`src/sv/srpg_pkg.sv`:
```
`default_nettype none

package srpg_pkg;

    localparam int CFG_INDEX_W = 3;
    localparam int CFG_DATA_W  = 32;
    localparam int THRESH_W    = 32;
    localparam int STEP_W      = 16;
    localparam int WIDE_W      = 33;

    localparam logic OP_TICK  = 1'b0;
    localparam logic OP_START = 1'b1;

    localparam logic [CFG_INDEX_W-1:0] REG_START_PERIOD    = 3'd0;
    localparam logic [CFG_INDEX_W-1:0] REG_MIN_PERIOD      = 3'd1;
    localparam logic [CFG_INDEX_W-1:0] REG_MAX_PERIOD      = 3'd2;
    localparam logic [CFG_INDEX_W-1:0] REG_DECEL_THRESHOLD = 3'd3;
    localparam logic [CFG_INDEX_W-1:0] REG_ACCEL_DECREMENT = 3'd4;
    localparam logic [CFG_INDEX_W-1:0] REG_DECEL_INCREMENT = 3'd5;
    localparam logic [CFG_INDEX_W-1:0] REG_HOLD_ENABLE     = 3'd6;

    localparam logic [STEP_W-1:0]   RST_START_PERIOD    = 16'd300;
    localparam logic [STEP_W-1:0]   RST_MIN_PERIOD      = 16'd50;
    localparam logic [STEP_W-1:0]   RST_MAX_PERIOD      = 16'd400;
    localparam logic [THRESH_W-1:0] RST_DECEL_THRESHOLD = 32'd50;
    localparam logic [STEP_W-1:0]   RST_ACCEL_DECREMENT = 16'd1;
    localparam logic [STEP_W-1:0]   RST_DECEL_INCREMENT = 16'd1;

    typedef struct packed {
        logic step_pin;
        logic dir_pin;
        logic enable_n;
        logic busy;
        logic done;
        logic rejected;
    } res_flags_t;

endpackage

`default_nettype wire

```
`src/sv/stepper_ramp_pulse_generator.sv`:
```
// An accepted input beat waits in the input register; its result goes to the m_ side
// through the result register. Throughput: one beat per cycle while m_ready allows it;
// the state updates once per beat. The input register and the result register let a
// new beat enter while a result waits. Reset (aresetn low, synchronous): registers
// return to their defaults, move idle, step and direction state low, driver disabled.
`default_nettype none

module stepper_ramp_pulse_generator import srpg_pkg::*; #(
    parameter int COUNT_WIDTH  = 32,
    parameter int PERIOD_WIDTH = 16
) (
    input  wire logic                    aclk,
    input  wire logic                    aresetn,
    input  wire logic                    cfg_we,
    input  wire logic [CFG_INDEX_W-1:0]  cfg_index,
    input  wire logic [CFG_DATA_W-1:0]   cfg_data,
    input  wire logic                    s_valid,
    output logic                         s_ready,
    input  wire logic                    s_opcode,
    input  wire logic                    s_direction,
    input  wire logic [COUNT_WIDTH-1:0]  s_step_count,
    output logic                         m_valid,
    input  wire logic                    m_ready,
    output logic                         m_step_pin,
    output logic                         m_dir_pin,
    output logic                         m_enable_n,
    output logic                         m_busy_res,
    output logic                         m_move_done,
    output logic                         m_start_rejected,
    output logic      [PERIOD_WIDTH-1:0] m_current_period,
    output logic      [COUNT_WIDTH-1:0]  m_steps_left
);

    logic                    in_valid_reg;
    logic                    opcode_reg, direction_reg;
    logic [COUNT_WIDTH-1:0]  step_count_reg;
    logic                    out_valid_reg;
    res_flags_t              flags_reg, flags;
    logic [PERIOD_WIDTH-1:0] period_reg, period;
    logic [COUNT_WIDTH-1:0]  steps_reg, steps;
    logic                    advance, fire, take;

    assign advance = !out_valid_reg || m_ready;
    assign fire    = in_valid_reg && advance;
    assign s_ready = !in_valid_reg || advance;
    assign take    = s_valid && s_ready;

    always_ff @(posedge aclk) begin
        if (!aresetn) begin
            in_valid_reg  <= 1'b0;
            out_valid_reg <= 1'b0;
        end else begin
            if (take) begin
                in_valid_reg <= 1'b1;
            end else if (fire) begin
                in_valid_reg <= 1'b0;
            end
            if (fire) begin
                out_valid_reg <= 1'b1;
            end else if (m_ready) begin
                out_valid_reg <= 1'b0;
            end
        end
    end

    always_ff @(posedge aclk) begin
        if (take) begin
            opcode_reg     <= s_opcode;
            direction_reg  <= s_direction;
            step_count_reg <= s_step_count;
        end
        if (fire) begin
            flags_reg  <= flags;
            period_reg <= period;
            steps_reg  <= steps;
        end
    end

    srpg_engine #(
        .COUNT_WIDTH  (COUNT_WIDTH),
        .PERIOD_WIDTH (PERIOD_WIDTH)
    ) u_engine (
        .aclk          (aclk),
        .aresetn       (aresetn),
        .cfg_we        (cfg_we),
        .cfg_index     (cfg_index),
        .cfg_data      (cfg_data),
        .fire          (fire),
        .opcode        (opcode_reg),
        .direction     (direction_reg),
        .step_count    (step_count_reg),
        .flags         (flags),
        .period_out    (period),
        .remaining_out (steps)
    );

    assign m_valid          = out_valid_reg;
    assign m_step_pin       = flags_reg.step_pin;
    assign m_dir_pin        = flags_reg.dir_pin;
    assign m_enable_n       = flags_reg.enable_n;
    assign m_busy_res       = flags_reg.busy;
    assign m_move_done      = flags_reg.done;
    assign m_start_rejected = flags_reg.rejected;
    assign m_current_period = period_reg;
    assign m_steps_left     = steps_reg;

endmodule

`default_nettype wire

```
`src/sv/srpg_engine.sv`:
```
`default_nettype none

module srpg_engine import srpg_pkg::*; #(
    parameter int COUNT_WIDTH  = 32,
    parameter int PERIOD_WIDTH = 16
) (
    input  wire logic                    aclk,
    input  wire logic                    aresetn,
    input  wire logic                    cfg_we,
    input  wire logic [CFG_INDEX_W-1:0]  cfg_index,
    input  wire logic [CFG_DATA_W-1:0]   cfg_data,
    input  wire logic                    fire,
    input  wire logic                    opcode,
    input  wire logic                    direction,
    input  wire logic [COUNT_WIDTH-1:0]  step_count,
    output res_flags_t                   flags,
    output logic      [PERIOD_WIDTH-1:0] period_out,
    output logic      [COUNT_WIDTH-1:0]  remaining_out
);

    logic [PERIOD_WIDTH-1:0] start_period_reg, min_period_reg, max_period_reg;
    logic [THRESH_W-1:0]     decel_threshold_reg;
    logic [STEP_W-1:0]       accel_decrement_reg, decel_increment_reg;
    logic                    hold_enable_reg;
    logic [STEP_W-1:0]       cfg_data16;

    logic [COUNT_WIDTH-1:0]  remaining_reg, remaining_next;
    logic [PERIOD_WIDTH-1:0] period_reg, period_next;
    logic [PERIOD_WIDTH-1:0] tick_left_reg, tick_left_next;
    logic                    pulse_high_reg, pulse_high_next;
    logic                    running_reg, running_next;
    logic                    dir_level_reg, dir_level_next;
    logic                    enable_n_reg, enable_n_next;
    logic                    done, rejected;

    logic [WIDE_W-1:0]       wide_period, wide_min, wide_acc, wide_sum;
    logic [PERIOD_WIDTH-1:0] period_adj;

    assign cfg_data16 = cfg_data[STEP_W-1:0];

    always_ff @(posedge aclk) begin
        if (!aresetn) begin
            start_period_reg    <= PERIOD_WIDTH'(RST_START_PERIOD);
            min_period_reg      <= PERIOD_WIDTH'(RST_MIN_PERIOD);
            max_period_reg      <= PERIOD_WIDTH'(RST_MAX_PERIOD);
            decel_threshold_reg <= RST_DECEL_THRESHOLD;
            accel_decrement_reg <= RST_ACCEL_DECREMENT;
            decel_increment_reg <= RST_DECEL_INCREMENT;
            hold_enable_reg     <= 1'b0;
        end else if (cfg_we) begin
            unique case (cfg_index)
                REG_START_PERIOD:    start_period_reg    <= PERIOD_WIDTH'(cfg_data16);
                REG_MIN_PERIOD:      min_period_reg      <= PERIOD_WIDTH'(cfg_data16);
                REG_MAX_PERIOD:      max_period_reg      <= PERIOD_WIDTH'(cfg_data16);
                REG_DECEL_THRESHOLD: decel_threshold_reg <= cfg_data[THRESH_W-1:0];
                REG_ACCEL_DECREMENT: accel_decrement_reg <= cfg_data16;
                REG_DECEL_INCREMENT: decel_increment_reg <= cfg_data16;
                REG_HOLD_ENABLE:     hold_enable_reg     <= cfg_data[0];
                default: ;
            endcase
        end
    end

    assign wide_period = WIDE_W'(period_reg);
    assign wide_min    = WIDE_W'(min_period_reg);
    assign wide_acc    = WIDE_W'(accel_decrement_reg);
    assign wide_sum    = wide_period + WIDE_W'(decel_increment_reg);

    // ramp: accelerate above threshold, decelerate (saturating) otherwise
    always_comb begin
        period_adj = period_reg;
        if (THRESH_W'(remaining_reg) > decel_threshold_reg) begin
            if (period_reg > min_period_reg) begin
                if (wide_period >= wide_min + wide_acc) begin
                    period_adj = PERIOD_WIDTH'(wide_period - wide_acc);
                end else begin
                    period_adj = min_period_reg;
                end
            end
        end else if (period_reg < max_period_reg) begin
            if (wide_sum[WIDE_W-1:PERIOD_WIDTH] != '0) begin
                period_adj = '1;
            end else begin
                period_adj = PERIOD_WIDTH'(wide_sum);
            end
        end
    end

    always_comb begin
        remaining_next  = remaining_reg;
        period_next     = period_reg;
        tick_left_next  = tick_left_reg;
        pulse_high_next = pulse_high_reg;
        running_next    = running_reg;
        dir_level_next  = dir_level_reg;
        enable_n_next   = enable_n_reg;
        done            = 1'b0;
        rejected        = 1'b0;
        if (fire) begin
            if (opcode == OP_START) begin
                if (running_reg) begin
                    rejected = 1'b1;
                end else begin
                    dir_level_next = direction;
                    remaining_next = step_count;
                    period_next    = start_period_reg;
                    tick_left_next = start_period_reg;
                    if (step_count == '0) begin
                        done            = 1'b1;
                        pulse_high_next = 1'b0;
                        enable_n_next   = !hold_enable_reg;
                    end else begin
                        running_next    = 1'b1;
                        pulse_high_next = 1'b1;
                        enable_n_next   = 1'b0;
                    end
                end
            end else if (running_reg) begin
                if (tick_left_reg > PERIOD_WIDTH'(1)) begin
                    tick_left_next = tick_left_reg - PERIOD_WIDTH'(1);
                end else if (pulse_high_reg) begin
                    pulse_high_next = 1'b0;
                    tick_left_next  = period_reg;
                end else begin
                    period_next    = period_adj;
                    remaining_next = remaining_reg - COUNT_WIDTH'(1);
                    if (remaining_reg == COUNT_WIDTH'(1)) begin
                        running_next  = 1'b0;
                        done          = 1'b1;
                        enable_n_next = !hold_enable_reg;
                    end else begin
                        pulse_high_next = 1'b1;
                        tick_left_next  = period_adj;
                    end
                end
            end
        end
    end

    always_ff @(posedge aclk) begin
        if (!aresetn) begin
            remaining_reg  <= '0;
            period_reg     <= '0;
            tick_left_reg  <= '0;
            pulse_high_reg <= 1'b0;
            running_reg    <= 1'b0;
            dir_level_reg  <= 1'b0;
            enable_n_reg   <= 1'b1;
        end else begin
            remaining_reg  <= remaining_next;
            period_reg     <= period_next;
            tick_left_reg  <= tick_left_next;
            pulse_high_reg <= pulse_high_next;
            running_reg    <= running_next;
            dir_level_reg  <= dir_level_next;
            enable_n_reg   <= enable_n_next;
        end
    end

    always_comb begin
        flags.step_pin = running_next && pulse_high_next;
        flags.dir_pin  = dir_level_next;
        flags.enable_n = enable_n_next;
        flags.busy     = running_next;
        flags.done     = done;
        flags.rejected = rejected;
    end

    assign period_out    = period_next;
    assign remaining_out = remaining_next;

    a_idle_pulse_low: assert property (@(posedge aclk) disable iff (!aresetn)
        !running_reg |-> !pulse_high_reg)
        else $error("step pulse high while idle");

    a_run_count: assert property (@(posedge aclk) disable iff (!aresetn)
        running_reg |-> remaining_reg != '0)
        else $error("running with zero steps left");

    a_run_enabled: assert property (@(posedge aclk) disable iff (!aresetn)
        running_reg |-> !enable_n_reg)
        else $error("driver disabled during move");

    a_done_stops: assert property (@(posedge aclk) disable iff (!aresetn)
        (fire && done) |=> !running_reg)
        else $error("still running after move done");

    a_reject_holds: assert property (@(posedge aclk) disable iff (!aresetn)
        (fire && rejected) |=> running_reg && $stable(remaining_reg))
        else $error("rejected start disturbed the move");

endmodule

`default_nettype wire

```
`config.mk`:
```
export PLATFORM = sky130hd
export DESIGN_NAME = stepper_ramp_pulse_generator
export DESIGN_NICKNAME = d
export VERILOG_FILES = /design/src/sv/srpg_pkg.sv /design/src/sv/stepper_ramp_pulse_generator.sv /design/src/sv/srpg_engine.sv
export SDC_FILE = /design/constraint.sdc
export NUM_CORES = 1
export LEC_CHECK = 0
export ABC_AREA = 1
export BUFFER_PORTS_ARGS = -buffer_cell sky130_fd_sc_hd__buf_2
export CORE_ASPECT_RATIO = 1.4
export CORE_MARGIN = 3
export CORE_UTILIZATION = 50
export DETAILED_ROUTE_END_ITERATION = 6
export PLACE_DENSITY = 0.68
export SLEW_MARGIN = 20
export SYNTH_ARGS = -nofsm -noshare
export SYNTH_HDL_FRONTEND = slang
export SYNTH_SLANG_ARGS = --single-unit
```
`constraint.sdc`:
```
create_clock -name aclk -period 7.2 [get_ports aclk]
set_input_delay 0 -clock aclk [delete_from_list [all_inputs] [get_ports aclk]]
set_output_delay 0 -clock aclk [all_outputs]
set_load 0.1 [all_outputs]
```
# Word level (Yosys, flattened, before mapping)
# Cells that the tools add are included.
word_totals:
  inputBits: 74
  regBits: 271
  word_cells: 128
op_classes:
  n_eq_ne: 9
  addsub: 5
  n_lt_le_gt_ge: 5
  muxes: 60
  n_reduce_logical: 22
ops:
  columns: ["operator", "count"]
  rows:
  - ["16-bit 2-to-1 mux", 17]
  - ["32-bit 2-to-1 mux", 6]
  - ["1-bit 2-to-1 mux", 37]
  - ["16-bit by 16-bit adder with 17-bit output", 2]
  - ["16-bit by 33-bit greater-or-equal comparator with 1-bit output", 1]
  - ["32-bit by 1-bit == test with 1-bit output (second input constant)", 1]
  - ["32-bit > comparator", 1]
  - ["32-bit logical NOT", 1]
  - ["32-bit by 1-bit subtractor with 32-bit output (second input constant)", 1]
  - ["17-bit nonzero test", 1]
  - ["16-bit by 1-bit > comparator with 1-bit output (second input constant)", 1]
  - ["16-bit > comparator", 1]
  - ["16-bit less-than comparator", 1]
  - ["16-bit by 1-bit subtractor with 16-bit output (second input constant)", 1]
  - ["16-bit subtractor", 1]
  - ["2-bit AND reduction", 7]
  - ["3-bit == test (second input constant)", 3]
  - ["3-bit by 2-bit == test with 1-bit output (second input constant)", 2]
  - ["2-bit nonzero test", 3]
  - ["4-bit by 2-bit != test with 1-bit output (second input constant)", 1]
  - ["4-bit AND reduction", 1]
  - ["3-bit by 1-bit == test with 1-bit output (second input constant)", 1]
  - ["1-bit logical AND", 3]
  - ["1-bit logical NOT", 3]
  - ["3 further kinds", 4]

# Longest topological paths before layout
logic_depth:
  word_depth: 10
  depth_mapped: 33

# Cells and area by module
# Synthesis repeated with hierarchy kept, for this count alone.
hier_totals:
  hier_cells: 2377
  hier_area_um2: 17128.9
by_module_without_submodules:
  columns: ["mod", "area_each_um2", "n_inst", "cells_each"]
  rows:
  - ["srpg_engine", 14391.3, 1, 2276]
  - ["stepper_ramp_pulse_generator", 2737.6, 1, 101]

# Worst setup path after synthesis
# Ideal clock, no wire load.
synth_timing:
  path_type: "reg2reg"
  start: "register u_engine.min_period_reg[2]"
  end: "register period_reg[12], in the netlist m_current_period[12] (data pin)"
  t_arrival_ns: 3.808
  period_less_slack_ns: 4.059
  setup_time_ns: 0.251
  path_stages_with_launch: 33
  setup_slack_ns: 3.141
  cell_sequence: "dfxtp_1 ha_1 nand3_1 nand2_1 a21oi_1 o21ai_0 a21oi_1 o21ai_0 a21boi_0 o21ai_0 nand2_1 nand2_1 xnor2_1 ha_1 nand2_1 inv_1 nand4_1 nor2_1 nor2_1 nand2_1 nand2_1 nand2_1 nand2_1 clkbuf_1 o21ai_1 nand2_1 nand2_1 nand2_1 nand2_1 nand2_1 nand2_1 nand2_1 inv_1"
synth_via:
  elab_chain_cells: 10
  word_cells_on_any_way: 11
  classes_between: "add/sub: 1; order compare: 2; mux: 8"
synth_rtl:
  columns: ["element", "line_no", "source"]
  rows:
  - ["start, declared", "srpg_engine.sv:21", "logic [PERIOD_WIDTH-1:0] start_period_reg, min_period_reg, max_period_reg;"]
  - ["start signal, assigned", "srpg_engine.sv:44", "min_period_reg <= PERIOD_WIDTH'(RST_MIN_PERIOD);"]
  - ["start signal, assigned", "srpg_engine.sv:53", "REG_MIN_PERIOD: min_period_reg <= PERIOD_WIDTH'(cfg_data16);"]
  - ["16-bit by 16-bit adder with 17-bit output", "srpg_engine.sv:74", "if (wide_period >= wide_min + wide_acc) begin"]
  - ["16-bit by 33-bit greater-or-equal comparator with 1-bit output", "srpg_engine.sv:74", null]
  - ["16-bit 2-to-1 mux", "srpg_engine.sv:74", null]
  - ["16-bit 2-to-1 mux *", "srpg_engine.sv:73", "if (period_reg > min_period_reg) begin"]
  - ["16-bit 2-to-1 mux *", "srpg_engine.sv:72", "if (THRESH_W'(remaining_reg) > decel_threshold_reg) begin"]
  - ["16-bit 2-to-1 mux *", "srpg_engine.sv:121", "end else if (pulse_high_reg) begin"]
  - ["16-bit 2-to-1 mux *", "srpg_engine.sv:119", "if (tick_left_reg > PERIOD_WIDTH'(1)) begin"]
  - ["16-bit 2-to-1 mux *", "srpg_engine.sv:118", "end else if (running_reg) begin"]
  - ["16-bit 2-to-1 mux *", "srpg_engine.sv:100", "if (opcode == OP_START) begin"]
  - ["16-bit 2-to-1 mux *", "srpg_engine.sv:99", "if (fire) begin"]
  - ["via period[12]", "stepper_ramp_pulse_generator.sv:39", "logic [PERIOD_WIDTH-1:0] period_reg, period;"]
  - ["end signal, assigned", "stepper_ramp_pulse_generator.sv:74", "period_reg <= period;"]
  - ["end, declared", "stepper_ramp_pulse_generator.sv:39", null]
# Mark *: on every way through the listed nets, which the timed path passes. The rest lies on a longest branch.
# A chain may end at the register's enable or synchronous reset.

# Worst setup path after layout
layout_timing:
  start: "register u_engine.min_period_reg[2]"
  end: "register period_reg[9], in the netlist m_current_period[9] (data pin)"
# Same word-level chain as after synthesis.

==> results.json <==
{
  "startpoint_type": "register",
  "p_int_mw": 3.01,
  "drt_first_pass_iters": 7,
  "finalHoldViolCount": 0,
  "drt_iter0_markers": 1244,
  "coreArea_mm2": 0.0328,
  "yosysWarnings": 0,
  "syn_avg_cell_area_um2": 7.43,
  "final.setup.tns_ps": 0,
  "p_total_mw": 4.64,
  "via_per_inst": 5.61,
  "power_frac_comb_pct": 27.6,
  "start_util_pct": 51.2,
  "finalSetupViolCount": 0,
  "dp_hpwl_um": 40100,
  "ir_worst_vdd_uv": 178,
  "layout.nets": 2649,
  "synth_top_area_cell": "dfxtp_1",
  "synth_cell_types": 47,
  "final_area_mm2": 0.0198,
  "h-tree-depth": 1,
  "status": "finished clean",
  "place_inst": 2755,
  "post-route-util_pct": 60.3,
  "antenna_cells": 0,
  "cap_violations": 0,
  "p_clk_share_pct": 34.4,
  "clkLatencyLatePin_ps": 570,
  "rows": 78,
  "critPathCaptureType": "register",
  "wirelength_um": 56300,
  "seq_area_frac_synth_pct": 37.6,
  "grt_pass1_vias": 16000,
  "synth_flop_cell": "dfxtp_1",
  "seqPwrFrac_pct": 38.1,
  "postSynthCellCount": 2259,
  "post-place-ws_ps": 2090,
  "skew_ps": 12.4,
  "crit_type": "reg2reg",
  "cts-root-buf": "clkbuf_16",
  "cts_inserted_buffers": 28,
  "vias": 16300,
  "netlist_area_mm2": 0.0168,
  "routedWlPerCell_um": 19.4,
  "instances_no_fill": 2904,
  "grt_util_all_layers_pct": 30.7,
  "grt_pass1_wl_um": 86600,
  "period_minus_slack_ps": 5130,
  "dieWidth_um": 161,
  "p_sw_share_pct": 35.0,
  "slew_viol_final": 0,
  "fin_hold_ws_ps": 143,
  "path_common_cell": "nand2_1",
  "fill_cells": 3031,
  "cp.arrival_ps": 5450,
  "synthArstFlopShare_pct": 0,
  "gp_congestion": 0.970,
  "antenna_found_initial": 0,
  "port_buffers": 129,
  "synth_top_area_share_pct": 21.8,
  "dieArea_mm2": 0.0358,
  "min-delay-path-class": "in2reg",
  "grt_max_degree": 97,
  "worstMarginPinSlew_ps": 961,
  "setup_slack_ps": 2070,
  "multiInputGateArea_mm2": 0.00905,
  "layout-drive-gt1-share_pct": 9.38,
  "register_area_mm2": 0.00631,
  "synthTopCellsByArea": "dfxtp_1, edfxtp_1, nand2_1, ha_1, a21oi_1",
  "required_ps": 7520,
  "post-route-period-util_pct": 71.3,
  "crit_path_max_incr_delay_ps": 560,
  "ys_ff_latch": 271,
  "cts_tree": "yes",
  "synth_edf_count": 88,
  "overflow": 0,
  "power.leakage_nw": 9.02,
  "max_freq_mhz": 195,
  "slowest_stage": "nand2_1",
  "p_per_area_mw_per_mm2": 235,
  "clockBufferDepth": 3,
  "synth_nets": 2466,
  "rsz0062_at_grt": "false",
  "synthToLayoutAreaGrowth_pct": 17.8,
  "ant_nets": 0,
  "clk_pin_slew_ps": 70,
  "crit_path_max_fanout": 18,
  "p_sw_mw": 1.63,
  "place_area_mm2": 0.0178,
  "die_y_um": 223,
  "relSlewSlack_pct": 35.7,
  "num_io_pins": 130,
  "drc": 0,
  "cts.sinks": 271
}
[synth_stat cells (all sizes together), types with 2 or more instances]
master / count
xor2: 36
xnor2: 22
nor2: 192
and2: 27
o21bai: 6
or2: 3
o21ai: 164
o21a: 6
nand4: 25
a221oi: 45
nor4: 12
a21oi: 245
a21boi: 2
nand3: 130
a21o: 7
inv: 287
nand3b: 5
clkbuf: 83
o211ai: 21
a31oi: 8
dfxtp: 183
edfxtp: 88
fa: 3
ha: 130
buf: 8
nand2: 473
nor3: 25
a22oi: 19
[final timing paths]
check,start,slack [ps],cells after the start,end
setup / recovery,u_engine.min_period_reg[2],2070,33,m_current_period[9]
hold / removal,s_step_count[29],140,2,step_count_reg[29]
setup reg to reg,u_engine.min_period_reg[2],2070,33,m_current_period[9]
hold reg to reg,u_engine.decel_threshold_reg[26],460,2,u_engine.decel_threshold_reg[26]
[placed cells by master, fill, tap and decap left out, types with 12 or more instances in the layout]
| master | Yosys | final |
|---|---|---|
| a21oi_1 | 243 | 243 |
| o211ai_1 | 21 | 21 |
| edfxtp_1 | 88 | 88 |
| a22oi_1 | 18 | 18 |
| xor2_1 | 36 | 36 |
| and2_1 | 27 | 27 |
| nor4_1 | 12 | 12 |
| nand2_1 | 466 | 465 |
| nand4_1 | 24 | 24 |
| nor3_1 | 24 | 24 |
| dlygate4sd3_1 | 0 | 97 |
| ha_1 | 130 | 130 |
| xnor2_1 | 22 | 22 |
| nor2_1 | 181 | 180 |
| inv_1 | 282 | 281 |
| buf_2 | 3 | 128 |
| clkbuf_16 | 0 | 30 |
| dfxtp_1 | 183 | 183 |
| o21ai_0 | 155 | 155 |
| a221oi_1 | 45 | 45 |
| buf_4 | 0 | 19 |
| nand3_1 | 129 | 129 |
[area by class of cell]
class,instances,share of cell area (%)
clock buffers,42,4.38
multi-input cells,1609,45.8
clock inverters,10,0.741
inverters,288,5.48
flip-flops and latches,271,31.9
well taps,440,2.79
repair buffers,244,8.88
[worst max-delay path, delay by kind of cell (launching register included)]
family	cells	cell delay (ps)
compound gates	6	1300
xor+xnor	1	120
fa+ha+maj	2	600
buf+inv	3	250
flops	1	330
simple gates	21	2290
[power by group through the flow]
stage	clock (mW)	combinational (mW)	sequential [mW]
2_1_floorplan	0	0.786	1.88
3_3_place_gp	0	1.20	1.79
3_5_place_dp	0	1.22	1.79
4_1_cts	1.61	1.27	1.76
5_1_grt	1.67	1.42	1.77
6_report	1.59	1.28	1.77
[repair_timing]
item | in CTS | in global routing
hold buffers | 97 | 0
setup buffers | 0 | 0
resized for setup | 0 | 0
endpoints found under the hold margin | 151 | 0
[metal layers]
metal	vias to the layer above	share of wire [%]	GRT usage [%]
li1	7971	-	-
met2	611	49	54.1
met3	206	5.8	4.03
met1	7511	37	33.5
met4	0	9.0	22.7
met5	-	0	0
[kinds of logic after synthesis]
family | synth area share (%)
XOR/XNOR | 3.03
AND/OR/NAND/NOR | 23.0
adder cells (fa/ha/maj) | 10.1
flip-flops | 37.6
buffers and inverters | 8.50
AO/OA/AOI/OAI | 17.8
Power figures use the tool's default switching activity.
